===== src/hdl/stnp_pkg.sv =====
// package for the square tone note player
// holds the item codes, state type and fixed widths; no dependencies
package stnp_pkg;

    localparam int unsigned RATE_W     = 18;
    localparam int unsigned FREQ_W     = 16;
    localparam int unsigned DUR_W      = 16;
    localparam int unsigned VOL_W      = 8;
    localparam int unsigned PHASE_W    = 32;
    localparam int unsigned LEFT_W     = 25;
    localparam int unsigned SAMPLE_W   = 14;
    localparam int unsigned HALF_W     = 13;
    localparam int unsigned PROD_W     = RATE_W + DUR_W;
    localparam int unsigned QUOT2_W    = 26;
    localparam int unsigned REM2_W     = 9;
    localparam int unsigned DIV_STEPS  = PROD_W;
    localparam int unsigned CNT_W      = 6;
    localparam int unsigned IN_DATA_W  = 40;
    localparam int unsigned OUT_DATA_W = 16;
    localparam int unsigned CFG_DATA_W = RATE_W;

    localparam logic [REM2_W:0]  DUR_DIV      = 10'd500;
    localparam logic [VOL_W-1:0] VOLUME_RST   = 8'd255;
    localparam logic [RATE_W-1:0] RATE_RST    = 18'd44100;

    typedef enum logic [1:0] {
        FUNC_LOAD   = 2'd0,
        FUNC_TICK   = 2'd1,
        FUNC_CANCEL = 2'd2
    } func_t;

    typedef enum logic [1:0] {
        REG_VOLUME = 2'd0,
        REG_RATE   = 2'd1,
        REG_ENABLE = 2'd2
    } reg_idx_t;

    typedef enum logic [1:0] {
        ST_IDLE,
        ST_DIV,
        ST_DONE
    } state_t;

endpackage


===== src/hdl/square_tone_note_player_core.sv =====
// square tone note player: phase accumulator tone with bit-serial note setup
// depends on stnp_pkg
//
//  channel  | direction | handshake             | payload
//  ---------+-----------+-----------------------+-------------------------------------
//  s        | in        | s_tvalid / s_tready   | s_tuser: func; s_tdata: note fields
//  m        | out       | m_tvalid / m_tready   | m_tdata: sample, need_note
//  cfg      | in        | cfg_valid / cfg_ready | cfg_index, cfg_data
//
// a tick beat's sample sits in the output register until taken
// a load beat is latched, then ST_DIV runs 34 steps of the two bit-serial
// dividers (phase step and sample count) side by side, the phase step one in the early steps only; ST_DONE commits
// cancel silences the tone and clears the remaining count; cfg writes are taken every cycle
// reset (rst_n low, async) restores register defaults and silences the tone
module square_tone_note_player_core
    import stnp_pkg::*;
(
    input  logic                  clk,
    input  logic                  rst_n,
    input  logic                  s_tvalid,
    output logic                  s_tready,
    input  logic [IN_DATA_W-1:0]  s_tdata,   // note_playing[0], note_frequency[16:1], dur_units[32:17]
    input  logic [1:0]            s_tuser,   // func[1:0]
    output logic                  m_tvalid,
    input  logic                  m_tready,
    output logic [OUT_DATA_W-1:0] m_tdata,   // sample[13:0], need_note[14]
    input  logic                  cfg_valid,
    output logic                  cfg_ready,
    input  logic [1:0]            cfg_index,
    input  logic [CFG_DATA_W-1:0] cfg_data
);

    state_t state_reg, state_next;

    logic [VOL_W-1:0]   volume_reg;
    logic [RATE_W-1:0]  rate_reg;
    logic               enable_reg;

    logic [PHASE_W-1:0] phase_reg, phase_next;
    logic [PHASE_W-1:0] step_reg, step_next;
    logic [LEFT_W-1:0]  left_reg, left_next;
    logic               tone_reg, tone_next;

    logic                  out_valid_reg, out_valid_next;
    logic [OUT_DATA_W-1:0] out_data_reg, out_data_next;

    // divider working registers
    logic [CNT_W-1:0]   cnt_reg;
    logic [RATE_W-1:0]  rem1_reg;
    logic [PHASE_W-1:0] quot1_reg;
    logic               sat1_reg;
    logic [PROD_W-1:0]  prod_reg;
    logic [REM2_W-1:0]  rem2_reg;
    logic [QUOT2_W-1:0] quot2_reg;
    logic               play_reg;

    logic               in_beat;
    func_t              func;
    logic               note_playing;
    logic [FREQ_W-1:0]  note_frequency;
    logic [DUR_W-1:0]   dur_units;
    logic [DUR_W-1:0]   dur_eff;

    logic [RATE_W:0]    trial1;
    logic               take1;
    logic [REM2_W:0]    trial2;
    logic               take2;

    logic [LEFT_W-1:0]  left_eff;
    logic               tone_eff;
    logic [LEFT_W-1:0]  left_dec;
    logic [HALF_W-1:0]  half;
    logic [SAMPLE_W-1:0] sample;

    assign func           = func_t'(s_tuser);
    assign note_playing   = s_tdata[0];
    assign note_frequency = s_tdata[FREQ_W:1];
    assign dur_units      = s_tdata[FREQ_W+DUR_W:FREQ_W+1];
    assign dur_eff        = (dur_units == '0) ? DUR_W'(1) : dur_units;

    assign s_tready  = (state_reg == ST_IDLE) && (!out_valid_reg || m_tready);
    assign in_beat   = s_tvalid && s_tready;
    assign cfg_ready = 1'b1;
    assign m_tvalid  = out_valid_reg;
    assign m_tdata   = out_data_reg;

    // one restoring step of each divider
    assign trial1 = {rem1_reg, 1'b0};
    assign take1  = (trial1 >= {1'b0, rate_reg});
    assign trial2 = {rem2_reg, prod_reg[PROD_W-1]};
    assign take2  = (trial2 >= DUR_DIV);

    // tick datapath
    assign left_eff = enable_reg ? left_reg : '0;
    assign tone_eff = enable_reg && tone_reg;
    assign left_dec = left_eff - LEFT_W'(1);
    assign half     = (volume_reg == '0) ? '0
                    : HALF_W'(({5'b0, volume_reg} + HALF_W'(1)) << 4);

    always_comb
    begin
        if (tone_eff && (left_eff != '0))
        begin
            sample = phase_reg[PHASE_W-1] ? {1'b0, half} : (-{1'b0, half});
        end
        else
        begin
            sample = '0;
        end
    end

    always_comb
    begin
        state_next     = state_reg;
        phase_next     = phase_reg;
        step_next      = step_reg;
        left_next      = left_reg;
        tone_next      = tone_reg;
        out_valid_next = out_valid_reg;
        out_data_next  = out_data_reg;

        if (out_valid_reg && m_tready)
        begin
            out_valid_next = 1'b0;
        end

        case (state_reg)
            ST_IDLE:
            begin
                if (in_beat)
                begin
                    case (func)
                        FUNC_LOAD:
                        begin
                            state_next = ST_DIV;
                        end
                        FUNC_CANCEL:
                        begin
                            tone_next = 1'b0;
                            left_next = '0;
                        end
                        FUNC_TICK:
                        begin
                            out_valid_next = 1'b1;
                            if (left_eff == '0)
                            begin
                                tone_next     = 1'b0;
                                left_next     = '0;
                                out_data_next = {1'b0, 1'b1, sample};
                            end
                            else
                            begin
                                tone_next = tone_eff;
                                left_next = left_dec;
                                if (tone_eff)
                                begin
                                    phase_next = phase_reg + step_reg;
                                end
                                out_data_next = {1'b0, (left_dec == '0), sample};
                            end
                        end
                        default:
                        begin
                        end
                    endcase
                end
            end
            ST_DIV:
            begin
                if (cnt_reg == CNT_W'(DIV_STEPS - 1))
                begin
                    state_next = ST_DONE;
                end
            end
            ST_DONE:
            begin
                step_next  = sat1_reg ? '1 : quot1_reg;
                left_next  = quot2_reg[QUOT2_W-1] ? '1 : quot2_reg[LEFT_W-1:0];
                tone_next  = play_reg;
                phase_next = '0;
                state_next = ST_IDLE;
            end
            default:
            begin
                state_next = ST_IDLE;
            end
        endcase
    end

    always_ff @(posedge clk or negedge rst_n)
    begin
        if (!rst_n)
        begin
            state_reg     <= ST_IDLE;
            phase_reg     <= '0;
            step_reg      <= '0;
            left_reg      <= '0;
            tone_reg      <= 1'b0;
            out_valid_reg <= 1'b0;
            volume_reg    <= VOLUME_RST;
            rate_reg      <= RATE_RST;
            enable_reg    <= 1'b1;
        end
        else
        begin
            state_reg     <= state_next;
            phase_reg     <= phase_next;
            step_reg      <= step_next;
            left_reg      <= left_next;
            tone_reg      <= tone_next;
            out_valid_reg <= out_valid_next;
            if (cfg_valid && cfg_ready)
            begin
                case (reg_idx_t'(cfg_index))
                    REG_VOLUME: volume_reg <= cfg_data[VOL_W-1:0];
                    REG_RATE:   rate_reg   <= cfg_data;
                    REG_ENABLE: enable_reg <= cfg_data[0];
                    default:
                    begin
                    end
                endcase
            end
        end
    end

    // payload and divider registers
    always_ff @(posedge clk)
    begin
        out_data_reg <= out_data_next;
        if (in_beat && (func == FUNC_LOAD))
        begin
            cnt_reg   <= '0;
            rem1_reg  <= RATE_W'(note_frequency);
            sat1_reg  <= ({2'b0, note_frequency} >= rate_reg);
            quot1_reg <= '0;
            prod_reg  <= PROD_W'(rate_reg) * PROD_W'(dur_eff);
            rem2_reg  <= '0;
            quot2_reg <= '0;
            play_reg  <= note_playing;
        end
        else if (state_reg == ST_DIV)
        begin
            cnt_reg  <= cnt_reg + CNT_W'(1);
            prod_reg <= {prod_reg[PROD_W-2:0], 1'b0};
            // phase step quotient needs only 32 steps
            if (cnt_reg < CNT_W'(PHASE_W))
            begin
                rem1_reg  <= take1 ? RATE_W'(trial1 - {1'b0, rate_reg}) : trial1[RATE_W-1:0];
                quot1_reg <= {quot1_reg[PHASE_W-2:0], take1};
            end
            rem2_reg  <= take2 ? REM2_W'(trial2 - DUR_DIV) : trial2[REM2_W-1:0];
            quot2_reg <= {quot2_reg[QUOT2_W-2:0], take2};
        end
    end

    a_busy_blocks_input: assert property (@(posedge clk) disable iff (!rst_n)
        (state_reg != ST_IDLE) |-> !s_tready)
        else $error("input taken while note setup in progress");

    a_load_starts_div: assert property (@(posedge clk) disable iff (!rst_n)
        (in_beat && (func == FUNC_LOAD)) |=> (state_reg == ST_DIV) && (cnt_reg == '0))
        else $error("load did not start the dividers");

    a_div_count_bound: assert property (@(posedge clk) disable iff (!rst_n)
        (state_reg == ST_DIV) |-> (cnt_reg < CNT_W'(DIV_STEPS)))
        else $error("divider step count overran");

    a_done_one_cycle: assert property (@(posedge clk) disable iff (!rst_n)
        (state_reg == ST_DONE) |=> (state_reg == ST_IDLE) && (phase_reg == '0))
        else $error("note commit did not return to idle with cleared phase");

endmodule

===== config.mk =====
export PLATFORM = sky130hd
export DESIGN_NAME = square_tone_note_player_core
export DESIGN_NICKNAME = d
export VERILOG_FILES = /design/src/hdl/stnp_pkg.sv /design/src/hdl/square_tone_note_player_core.sv
export SDC_FILE = /design/constraint.sdc
export NUM_CORES = 1
export LEC_CHECK = 0
export BUFFER_PORTS_ARGS = -buffer_cell sky130_fd_sc_hd__clkbuf_2
export CELL_PAD_IN_SITES_DETAIL_PLACEMENT = 1
export CELL_PAD_IN_SITES_GLOBAL_PLACEMENT = 2
export CORE_AREA = 2 2 248 250
export DETAILED_ROUTE_END_ITERATION = 16
export DIE_AREA = 0 0 250 252
export GPL_ROUTABILITY_DRIVEN = 0
export GPL_TIMING_DRIVEN = 0
export PLACE_DENSITY_LB_ADDON = 0.1
export REMOVE_ABC_BUFFERS = 1
export SLEW_MARGIN = 20
export SYNTH_ARGS = -nofsm -noshare
export SYNTH_HDL_FRONTEND = slang
export SYNTH_SLANG_ARGS = --single-unit
export TNS_END_PERCENT = 20

===== constraint.sdc =====
create_clock -name clk -period 17.25 [get_ports clk]
set_input_delay 0.8625 -clock clk [delete_from_list [all_inputs] [get_ports clk]]
set_output_delay 0.8625 -clock clk [all_outputs]
set_load 0.01 [all_outputs]

After elaboration in Yosys (flattened, before gate mapping) --
Index checks and enable logic that the tools add are counted.
Operators by class: $add $sub $neg 7, multiply operators 1, order comparisons 4, equality and inequality tests 14, multiplexer cells 35, reduce and logical (&&, ||, !) cells 28
Operator list (number):
- $mux 32 | 5
- $mux 25 | 4
- $pmux 25 s2 | 2
- $mux 34 | 2
- $mux 16 | 4
- $pmux 32 s2 | 1
- $logic_not 25->1 | 2
- $mul 18x16->34 | 1
- $add 32x32->32 | 1
- $mux 14 | 2
- $reduce_bool 25->1 | 1
- $sub 25x1->25 const B | 1
- $ge 19x18->1 | 1
- $ge 16x18->1 | 1
- $mux 18 | 1
- $sub 18x18->18 | 1
- $logic_not 16->1 | 1
- $neg 13->14 | 1
- $mux 13 | 1
- $ge 10x9->1 const B | 1
- $reduce_and 2->1 | 5
- $add 8x1->9 const B | 1
- $mux 9 | 1
- $reduce_and 3->1 | 3
- other kinds (20) | 45
Word-level totals: register bits 263, input bits 67

Depth between registers and ports, before layout --
Gate-level depths: netlist (run 1).
depth after elaboration 7, mapped depth 24, depth with buffers taken out 23

Worst setup path after synthesis (run 1) --
OpenSTA, ideal clock, no wires.
path kind input to register, from input port s_tdata[26], to register prod_reg[28], data pin, setup time 267 ps, arrival 6818 ps, path slack 10165 ps, stages 21, buffers on the path 2, cell sequence clkbuf_1 buf_1 nand2_1 fa_1 inv_1 fa_1 fa_1 fa_1 fa_1 inv_1 fa_1 inv_1 ha_1 a21o_1 a21o_1 a2111oi_0 nor3_1 o311a_1 a221oi_1 xor2_1 o21ai_0
Between the ends: word-level cells in the longest chain between the ends 4
RTL lines:
- from (decl) | RTL line square_tone_note_player_core.sv:22 | input logic [IN_DATA_W-1:0] s_tdata,
- $logic_not 16->1 | RTL line square_tone_note_player_core.sv:79 | assign dur_eff = (dur_units == '0) ? DUR_W'(1) : dur_units;
- $mux 16 * | RTL line square_tone_note_player_core.sv:79
- $mul 18x16->34 * | RTL line square_tone_note_player_core.sv:236 | prod_reg <= PROD_W'(rate_reg) * PROD_W'(dur_eff);
- $mux 34 * | RTL line square_tone_note_player_core.sv:230 | if (in_beat && (func == FUNC_LOAD))
- to (signal assigned) | RTL line square_tone_note_player_core.sv:236
- to (signal assigned) | RTL line square_tone_note_player_core.sv:244 | prod_reg <= {prod_reg[PROD_W-2:0], 1'b0};
- to (decl) | RTL line square_tone_note_player_core.sv:52 | logic [PROD_W-1:0] prod_reg;
Every way passes the cells marked *; elsewhere a longest branch is shown, timed or not. A chain may end at the register's enable or synchronous reset.

Worst setup path after layout (run 1) --
from register rate_reg[5], to register prod_reg[30], data pin
Between the ends: word-level cells in the longest chain between the ends 2
RTL lines:
- from (decl) | RTL line square_tone_note_player_core.sv:36 | logic [RATE_W-1:0] rate_reg;
- from (signal assigned) | RTL line square_tone_note_player_core.sv:216 | REG_RATE: rate_reg <= cfg_data;
- $mul 18x16->34 | RTL line square_tone_note_player_core.sv:236
- $mux 34 | RTL line square_tone_note_player_core.sv:230
No other way between the ends.

==> results.tsv, run 1 <==
stage	metric	value	unit
critical_path	element type at the critical path end	flop	
route	met2 WL	33200	um
route	wirelength, routed	67900	um
cts	H-tree depth	2	
yosys	area share of the largest cell type after synthesis	18.7	%
grt	first-pass GRT wire length	111000	um
critical_path	critical path cell sequence	nand2_1 > fa_1 > inv_1 > fa_1 > inv_1 > fa_1 > inv_1 > fa_1 > fa_1 > inv_1 > fa_1 > inv_1 > ha_1 > a21o_1 > a21o_1 > a2111oi_0 > nor3_1 > o311a_1 > a221oi_1 > xnor2_1 > o21ai_1	
sta	clk_skew	0.0270	ns
layout	synthesis-to-layout area growth	9.78	%
yosys	area of the mapped netlist	23900	um2
yosys	FF+latch count, synth	258	
cts	Post-CTS Setup Repair Bufs	0	
critical_path	Critical Path RT	17.53	ns
cts	clock sink total	258	
yosys	fraction of registers with async set/reset	46.5	%
floorplan	Die H	252	um
floorplan	Core Footprint	60100	um2
yosys	Cell variety after synth	79	
grt	largest net degree at the start of global routing	75	
floorplan	Die Area	63000	um2
grt	gr ovfl total	0	
floorplan	# IOs	86	
grt	Total GRT Usage	22.0	%
critical_path	crit path max fanout	18	
route	vias per cell	5.36	
sta	crit path time final	7.35	ns
cts	post-CTS sizing	0	
critical_path	slowest stage cell on the critical path	dfrtp_1	
sta	RSZ-0062 raised after global routing	false	
yosys	largest area contributor in the netlist	fa_1	
sta	max_slew headroom	25.2	%
critical_path	Crit path max-delay family	adder cells	
sta	actual slew at the worst max-slew pin	1.12	ns
route	wire length on met1	31300	um
route	Pre-Repair DR Iteration Count	5	
critical_path	Worst Path Arrival	7.63	ns
yosys	average cell area after synthesis	8.64	um2
route	via count	19020	
route	DR top layer	met4	
place	Placed Cells	3487	
yosys	main flop type after synthesis	dfrtp_1	
critical_path	Buf/Inv on CP	5	
route	met3 wire length	1720	um
critical_path	WP depth	21	
route	WL/cell	19.1	um
yosys	Yosys Warn Count	0	
route	DRT iter0 DRCs	848	
route	DRT antenna net count	0	
critical_path	Setup crit start kind	flop	
critical_path	r2r worst-path depth	21	
critical_path	Slowest Stage Delay on Critical Path	1.04	ns
grt	number of global-route vias before repair	20466	
cts	CTS tree	done	
cts	Clk pin slew, worst setup/hold paths	0.06	ns
layout	share of layout cells above drive strength 1	7.81	%
cts	clk buf depth	3	
sta	Hold Vio Cnt, Final	0	
floorplan	Initial Util	39.8	%
yosys	Post-synth EDFFs	63	
cts	cts hold-fix bufs	0	
sta	max-slew violations	0	
sta	Fmax	0.136	GHz
hold_path	Tightest Hold Check Type	input pin to asynchronous set/reset pin	
grt	initial antenna violation count	1	
yosys	Mapped Cells	2771	
floorplan	Die X	250	um
layout	final net count	3212	
place	PortBufs	72	
floorplan	row count	90	
run	Max-cap violations	0	
sta	setup tns final	0	ns
sta	crit share post-route	42.6	%
cts	Num CTS Buffers	34	
yosys	Area contributors post-synth	fa_1 19%, dfrtp_1 11%, ha_1 9.4%	
critical_path	most frequent CP cell	fa_1	
cts	Clk Latency, worst-skew pair	0.55	ns
yosys	register area share after synthesis	26.8	%
place	Final HPWL DP	50500	um
layout	max FFs per register	34	
critical_path	Crit Path Class	flop to flop	
route	DRC viols	0	
layout	fin cells	3549	
cts	CTS root buffer	clkbuf_16	
run_status	status	completed	
sta	setup violators final	0	
stage by stage:
step                      cell area (um2)  utilization (%)  setup slack [ns]  hold slack (ns)
after CTS                           26300             43.7              9.73            0.275
after detailed placement            25100             41.7              9.57            0.446
after global placement              24600             41.0              8.64            0.439
final                               26300             43.7              9.90            0.279
after global routing                26300             43.7              9.56            0.290
after floorplan                     23300                -             10.52            0.428
path summary, 6_finish.rpt:
path                                            start                         end  slack (ns)
setup / recovery              rate_reg[5]$_DFFE_PN0P_      prod_reg[30]$_DFFE_PP_        9.90
hold / removal                                  rst_n     left_reg[7]$_DFFE_PN0P_        0.28
setup reg to reg              rate_reg[5]$_DFFE_PN0P_      prod_reg[30]$_DFFE_PP_        9.90
hold reg to reg            quot1_reg[25]$_SDFFE_PP0P_  quot1_reg[26]$_SDFFE_PP0P_        0.45
max in group asynchronous                       rst_n      enable_reg$_DFFE_PN1P_       16.17
min in group clk           quot1_reg[25]$_SDFFE_PP0P_  quot1_reg[26]$_SDFFE_PP0P_        0.45
layer usage:
metal / global-route usage, % / up-vias
met5: 0 / -
met4: 6.19 / 0
met3: 2.13 / 87
met2: 38.8 / 222
met1: 28.8 / 9621
li1: - / 9090
Yosys cell counts (all sizes together), types with 5 or more instances:
cell type,number
dfxtp,75
o211ai,9
clkbuf,134
inv,304
nor4,12
mux2i,11
nand4,19
o21bai,5
ha,180
nand2,484
nand2b,20
o21a,15
dfrtp,105
nor2b,15
mux2,25
a21boi,5
nor3,24
nor2,119
edfxtp,63
dfstp,15
or4,6
nor3b,5
o31ai,16
a31oi,27
and3,14
or3,12
and2,135
buf,27
a21oi,106
xor2,49
a211oi,14
xnor2,50
o21ai,218
fa,224
a41oi,8
a21o,45
or2,9
nand3,102
logic make-up after synthesis:
family | count (synthesis) | synth area share, %
flops | 258 | 26.8
xor+xnor | 99 | 3.62
mux | 36 | 1.64
simple gates | 989 | 19.2
other cells | 2 | 0.0314
buf+inv | 465 | 7.48
compound gates | 518 | 13.1
fa+ha+maj | 404 | 28.1
cells in the final DEF, fill, tap and decap left out, types with 11 or more instances in the layout:
master       n
nor4_1      12
nor3_1      24
xnor2_1     50
dfstp_2     15
a21oi_1    106
o21a_1      15
mux2i_1     11
edfxtp_1    63
o31ai_1     15
clkbuf_16   38
and3_1      14
nor2b_1     12
ha_1       180
dfxtp_1     75
nand4_1     19
fa_1       224
nand3_1    101
a211oi_1    14
o21ai_0    215
xor2_1      49
dfrtp_1    102
inv_1      303
clkbuf_2    71
nand2b_1    17
a31oi_1     27
and2_1     135
a21o_1      45
nor2_1     116
nand2_1    483
mux2_2      25
layout make-up:
cell class,instances,area [um2]
antenna,1,2.50
clock buffer,55,1090
clock inverter,6,80.1
fill,7030,33900
inverter,304,1140
multi-input combinational,2052,15800
sequential,258,6420
tap,782,978
timing repair buffer,91,746
Power of run 1 is left out: the tool's default activity adds up to more than one toggle a clock period on the data nets, which glitch-free logic cannot reach.
==> inputs of run 2 (changes only) <==
==> constraint.sdc (replaced) <==
create_clock -name clk -period 7.35 [get_ports clk]
set_input_delay 0.3675 -clock clk [delete_from_list [all_inputs] [get_ports clk]]
set_output_delay 0.3675 -clock clk [all_outputs]
set_load 0.01 [all_outputs]
==> run 2 against run 1 <==
Net effect:
- via count rose by 0.26%
- final cell count barely moved
- non-clock buffer count rose by 2
- register-to-register slack got worse by 9.6 ns
- first-iteration DRC count rose by 1.1%
- die area did not move
- flip-flop and latch count did not move
- fmax rose by 4.4%
- final area rose by 0.20%
- worst setup slack got worse by 9.6 ns
- highest routed layer unchanged
==> results.tsv, run 2 (synthesis results as in run 1) <==
stage	metric	value	unit	change
route	Pre-Repair DR Iteration Count	5		unchanged
critical_path	Crit Path Class	flop to flop		unchanged
route	via count	19070		was 19,020
route	DRT antenna net count	0		unchanged
critical_path	Setup crit start kind	flop		unchanged
grt	met1 Usage GRT	28.8	%	about the same
layout	share of layout cells above drive strength 1	8.06	%	was 7.81%
floorplan	Die Area	63000	um2	unchanged
layout	sequential cell area	6450	um2	was 6420 um2
route	DRC viols	0		unchanged
sta	Fmax	0.142	GHz	was 0.136 GHz
sta	setup tns final	0	ns	unchanged
cts	CTS tree	done		unchanged
route	wirelength, routed	67900	um	about the same
route	DRT iter0 DRCs	857		was 848
critical_path	element type at the critical path end	flop		unchanged
sta	RSZ-0062 raised after global routing	false		unchanged
place	dpl cell area	25100	um2	unchanged
floorplan	Die X	250	um	unchanged
critical_path	Critical Path RT	7.63	ns	was 17.53 ns
sta	clk_skew	0.0279	ns	was 0.0270 ns
route	WL/cell	19.1	um	about the same
cts	Num CTS Buffers	34		unchanged
layout	commonest non-fill, non-tap cell in the layout	nand2_1		unchanged
layout	final net count	3214		was 3,212
grt	gr ovfl total	0		unchanged
run	Max-cap violations	0		unchanged
grt	number of global-route vias before repair	20472		was 20,466
cts	clock sink total	258		unchanged
critical_path	crit path max fanout	18		unchanged
cts	H-tree depth	2		unchanged
sta	crit share post-route	95.8	%	was 42.6%
place	PortBufs	72		unchanged
grt	first-pass GRT wire length	111000	um	about the same
sta	Hold Vio Cnt, Final	0		unchanged
sta	worst setup margin	0.311	ns	was 9.90 ns
critical_path	Worst Path Arrival	7.32	ns	was 7.63 ns
layout	final core utilization	43.8	%	was 43.7%
layout	synthesis-to-layout area growth	10.0	%	was 9.78%
critical_path	r2r setup slk	0.31	ns	was 9.90 ns
grt	initial antenna violation count	1		unchanged
sta	max_slew headroom	27.1	%	was 25.2%
sta	crit path time final	7.04	ns	was 7.35 ns
floorplan	# IOs	86		unchanged
sta	actual slew at the worst max-slew pin	1.08	ns	was 1.12 ns
floorplan	Die H	252	um	unchanged
layout	fill count	7022		was 7,030
run_status	status	completed		unchanged
cts	clk buf depth	3		unchanged
sta	max-slew violations	0		unchanged
grt	Total GRT Usage	22.0	%	unchanged
hold_path	Tightest Hold Check Type	input pin to flop		was input pin to asynchronous set/reset pin
layout	post-layout instance area	26300	um2	about the same
layout	most frequent cells in the layout	483 x nand2_1, 303 x inv_1, 224 x fa_1, 215 x o21ai_0, 180 x ha_1		unchanged
layout	max FFs per register	34		unchanged
cts	CTS root buffer	clkbuf_16		unchanged
grt	largest net degree at the start of global routing	75		unchanged
cts	Clk Latency, worst-skew pair	0.55	ns	about the same
grt	busiest grt layer	met2		unchanged
place	Final HPWL DP	50500	um	unchanged
sta	setup violators final	0		unchanged
floorplan	Initial Util	39.8	%	unchanged
route	vias per cell	5.37		was 5.36
grt	met2 usage	38.8	%	unchanged
cts	Clk pin slew, worst setup/hold paths	0.06	ns	about the same
floorplan	Core Footprint	60100	um2	unchanged
floorplan	row count	90		unchanged
layout	Multi-input gate area	15800	um2	unchanged
place	dpl ws	-0.155	ns	was 9.57 ns
grt	met3 GRT Util	2.10	%	was 2.13%
==> run 2: changes by cell type in the layout (fill, tap and decap cells not counted), sizes merged <==
cell / before / now
dlygate4sd3: 0 / 2
==> run 2: final timing paths <==
kind | startpoint | end | cells after the start
worst min register to register | quot1_reg[25]$_SDFFE_PP0P_ | quot1_reg[26]$_SDFFE_PP0P_ | 2
worst max-delay path | rate_reg[3]$_DFFE_PN0P_ | prod_reg[30]$_DFFE_PP_ | 20
worst min-delay path | cfg_data[16] | rate_reg[16]$_DFFE_PN0P_ | 2
max in group asynchronous | rst_n | enable_reg$_DFFE_PN1P_ | 3
min in group asynchronous | rst_n | left_reg[7]$_DFFE_PN0P_ | 2
worst max register to register | rate_reg[3]$_DFFE_PN0P_ | prod_reg[30]$_DFFE_PP_ | 20
==> run 2: layout make-up <==
type | count | area share (%)
Multi-Input combinational cell | 2052 | 60.1
Antenna cell | 1 | 0.00951
Clock buffer | 55 | 4.16
Tap cell | 782 | 3.72
Sequential cell | 258 | 24.5
Timing Repair Buffer | 93 | 2.91
Inverter | 304 | 4.33
Clock inverter | 6 | 0.304
==> run 2: through the flow <==
step           std cells  hold WS, ns
3_5_place_dp        3487        0.362
3_3_place_gp        3468        0.439
5_1_grt             3550       0.0452
2_1_floorplan       2614       0.0719
6_report            3551       0.0589
4_1_cts             3550       0.0334
==> run 2: metal layers <==
layer / vias to the layer above / share of wire [%] / routed length (um)
li1: 9093 / - / -
met1: 9673 / 46 / 31200
met2: 221 / 49 / 33400
met3: 83 / 2.4 / 1630
met4: 0 / 2.4 / 1650
met5: - / 0 / 0
==> run 2: what timing repair did <==
| item | in CTS | in global routing |
|---|---|---|
| setup buffers | 0 | 0 |
| pin swaps | 0 | 0 |
| hold buffers | 2 | 0 |
| gates resized for setup | 4 | 12 |
| endpoints found under the setup margin | 4 | 7 |
| hold endpoints to repair | 34 | 0 |
| cloned | 0 | 0 |
==> run 2: critical path, stage by stage (launching register included) <==
cell and delay, ns:
dfrtp_2 0.63, and2_1 0.30, fa_1 0.53, inv_1 0.05, fa_1 0.48, inv_1 0.06, fa_1 0.52, fa_1 0.53
fa_1 0.55, inv_1 0.06, fa_1 0.53, inv_1 0.04, ha_1 0.38, a21o_1 0.19, a21o_1 0.19, a2111oi_0 0.45
nor3_1 0.18, o311a_1 0.43, a221oi_1 0.40, xnor2_1 0.20, o21ai_1 0.08
Power of run 2 is left out for the same reason.
==> inputs of run 3 (changes only) <==
--- a/config.mk
+++ b/config.mk
@@ -9,11 +9,12 @@
 export CELL_PAD_IN_SITES_DETAIL_PLACEMENT = 1
 export CELL_PAD_IN_SITES_GLOBAL_PLACEMENT = 2
 export CORE_AREA = 2 2 248 250
+export CTS_CLUSTER_DIAMETER = 40
 export DETAILED_ROUTE_END_ITERATION = 16
 export DIE_AREA = 0 0 250 252
 export GPL_ROUTABILITY_DRIVEN = 0
 export GPL_TIMING_DRIVEN = 0
-export PLACE_DENSITY_LB_ADDON = 0.1
+export PLACE_DENSITY = 0.88
 export REMOVE_ABC_BUFFERS = 1
 export SLEW_MARGIN = 20
 export SYNTH_ARGS = -nofsm -noshare
==> run 3 against run 2 <==
Net effect:
- utilization increased by 1.1 points
- worst hold slack got worse by 0.029 ns
- non-clock buffer count unchanged
- critical endpoint unchanged
- worst setup slack got worse by 0.017 ns
- flip-flop and latch count unchanged
- largest cell class unchanged
==> results.tsv, run 3 (synthesis results as in run 1) <==
stage	metric	value	unit	change
run_status	status	completed		unchanged
sta	crit path time final	7.06	ns	was 7.04 ns
critical_path	Slowest Stage Delay on Critical Path	0.89	ns	was 0.63 ns
cts	CTS root buffer	clkbuf_16		unchanged
route	Pre-Repair DR Iteration Count	5		unchanged
grt	initial antenna violation count	0		was 1
cts	H-tree depth	2		unchanged
critical_path	Setup crit start kind	flop		unchanged
route	DRT iter0 DRCs	935		was 857
route	vias per cell	5.43		was 5.37
critical_path	crit path max fanout	18		unchanged
route	DR top layer	met4		unchanged
sta	setup tns final	0	ns	unchanged
layout	most frequent cells in the layout	483 x nand2_1, 303 x inv_1, 224 x fa_1, 215 x o21ai_0, 180 x ha_1		unchanged
hold_path	hold path start	cfg_data[14]		was cfg_data[16]
cts	clk buf depth	3		unchanged
hold_path	Tightest Hold Check Type	input pin to flop		unchanged
critical_path	Setup crit start	rate_reg[11]$_DFFE_PN1P_		was rate_reg[3]$_DFFE_PN0P_
floorplan	Core Footprint	60100	um2	unchanged
sta	setup violators final	0		unchanged
place	PortBufs	72		unchanged
cts	Clk pin slew, worst setup/hold paths	0.05	ns	was 0.06 ns
layout	post-layout instance area	27000	um2	was 26,300 um2
sta	RSZ-0062 raised after global routing	false		unchanged
floorplan	Die Area	63000	um2	unchanged
place	dpl cell area	25000	um2	was 25,100 um2
cts	clock sink total	258		unchanged
critical_path	Worst Path Arrival	7.39	ns	was 7.32 ns
layout	final core utilization	44.9	%	was 43.8%
route	wire length on met1	29900	um	was 31,200 um
floorplan	Initial Util	39.8	%	unchanged
layout	final net count	3232		was 3,214
layout	synthesis-to-layout area growth	12.8	%	was 10.0%
route	via count	19504		was 19,070
floorplan	row count	90		unchanged
critical_path	element type at the critical path end	flop		unchanged
route	met3 wire length	2660	um	was 1630 um
cts	Clk Latency, worst-skew pair	0.59	ns	was 0.55 ns
layout	max FFs per register	34		unchanged
floorplan	# IOs	86		unchanged
route	WL/cell	19.0	um	was 19.1 um
sta	crit share post-route	96.0	%	was 95.8%
grt	largest net degree at the start of global routing	72		was 75
cts	CTS tree	done		unchanged
sta	max_slew headroom	23.1	%	was 27.1%
critical_path	reg2reg start	rate_reg[11]$_DFFE_PN1P_		was rate_reg[3]$_DFFE_PN0P_
critical_path	Buf/Inv on CP	4		unchanged
place	Final HPWL DP	50100	um	was 50,500 um
critical_path	Crit Path Class	flop to flop		unchanged
grt	gr ovfl total	0		unchanged
sta	max-slew violations	0		unchanged
floorplan	Die H	252	um	unchanged
cts	Num CTS Buffers	52		was 34
sta	Hold Vio Cnt, Final	0		unchanged
critical_path	critical path cell sequence	and2_1 > fa_1 > inv_1 > fa_1 > fa_1 > inv_1 > fa_1 > fa_1 > inv_1 > fa_1 > inv_1 > ha_1 > a21o_1 > a21o_1 > a2111oi_0 > nor3_1 > o311a_1 > a221oi_1 > xnor2_1 > o21ai_1		was and2_1 > fa_1 > inv_1 > fa_1 > inv_1 > fa_1 > fa_1 > fa_1 > inv_1 > fa_1 > inv_1 > ha_1 > a21o_1 > a21o_1 > a2111oi_0 > nor3_1 > o311a_1 > a221oi_1 > xnor2_1 > o21ai_1
cts	Post-CTS Setup Repair Bufs	0		unchanged
critical_path	Critical Path RT	7.68	ns	was 7.63 ns
critical_path	most frequent CP cell	fa_1		unchanged
run	Max-cap violations	0		unchanged
grt	first-pass GRT wire length	113000	um	was 111,000 um
critical_path	slowest stage cell on the critical path	dfstp_2		was dfrtp_2
critical_path	Crit path max-delay family	adder cells		unchanged
route	DRC viols	0		unchanged
sta	clk_skew	0.0169	ns	was 0.0279 ns
layout	share of layout cells above drive strength 1	9.41	%	was 8.06%
route	wirelength, routed	68100	um	was 67,900 um
route	DRT antenna net count	0		unchanged
sta	actual slew at the worst max-slew pin	1.12	ns	was 1.08 ns
grt	Total GRT Usage	22.1	%	was 22.0%
layout	commonest non-fill, non-tap cell in the layout	nand2_1		unchanged
route	met2 WL	33700	um	was 33,400 um
sta	Fmax	0.142	GHz	about the same
floorplan	Die X	250	um	unchanged
grt	number of global-route vias before repair	21600		was 20,472
[run 3: path summary, 6_finish.rpt]
check,end,slack (ns),cells past startpoint
worst max-delay path,prod_reg[30]$_DFFE_PP_,0.29,20
worst min-delay path,rate_reg[14]$_DFFE_PN0P_,0.03,2
worst max register to register,prod_reg[30]$_DFFE_PP_,0.29,20
worst min register to register,quot1_reg[9]$_SDFFE_PP0P_,0.45,2
max in group asynchronous,rate_reg[11]$_DFFE_PN1P_,6.24,3
min in group asynchronous,phase_reg[21]$_DFFE_PN0P_,0.32,2
[run 3: area by class of cell]
class                           instances  area [um2]
Antenna cell                            2        5.00
Clock buffer                           65        1520
Clock inverter                         33         357
Fill cell                            7061       33100
Inverter                              304        1140
Multi-Input combinational cell       2052       15800
Sequential cell                       258        6440
Tap cell                              782         978
Timing Repair Buffer                   93         746
[run 3: per-layer routing]
layer | up-vias | global-route usage [%]
met4 | 0 | 7.19
met3 | 124 | 3.34
met1 | 9874 | 27.5
met5 | - | 0
li1 | 9159 | -
met2 | 347 | 39.2
[run 3: timing repair]
action                                  4_1_cts  5_1_grt
endpoints found under the setup margin        2        4
gates resized for setup                       1       10
hold endpoints to repair                     49        0
hold buffers                                  4        0
[run 3: metrics by stage]
stage	setup slack, ns	hold WS [ns]	std cells
3_3_place_gp	-0.328	0.438	3468
3_5_place_dp	-0.0934	0.366	3485
6_report	0.294	0.0303	3589
5_1_grt	0.0365	0.0181	3587
2_1_floorplan	0.892	0.0719	2614
4_1_cts	0.0448	0.000839	3587
Power of run 3 is left out for the same reason.
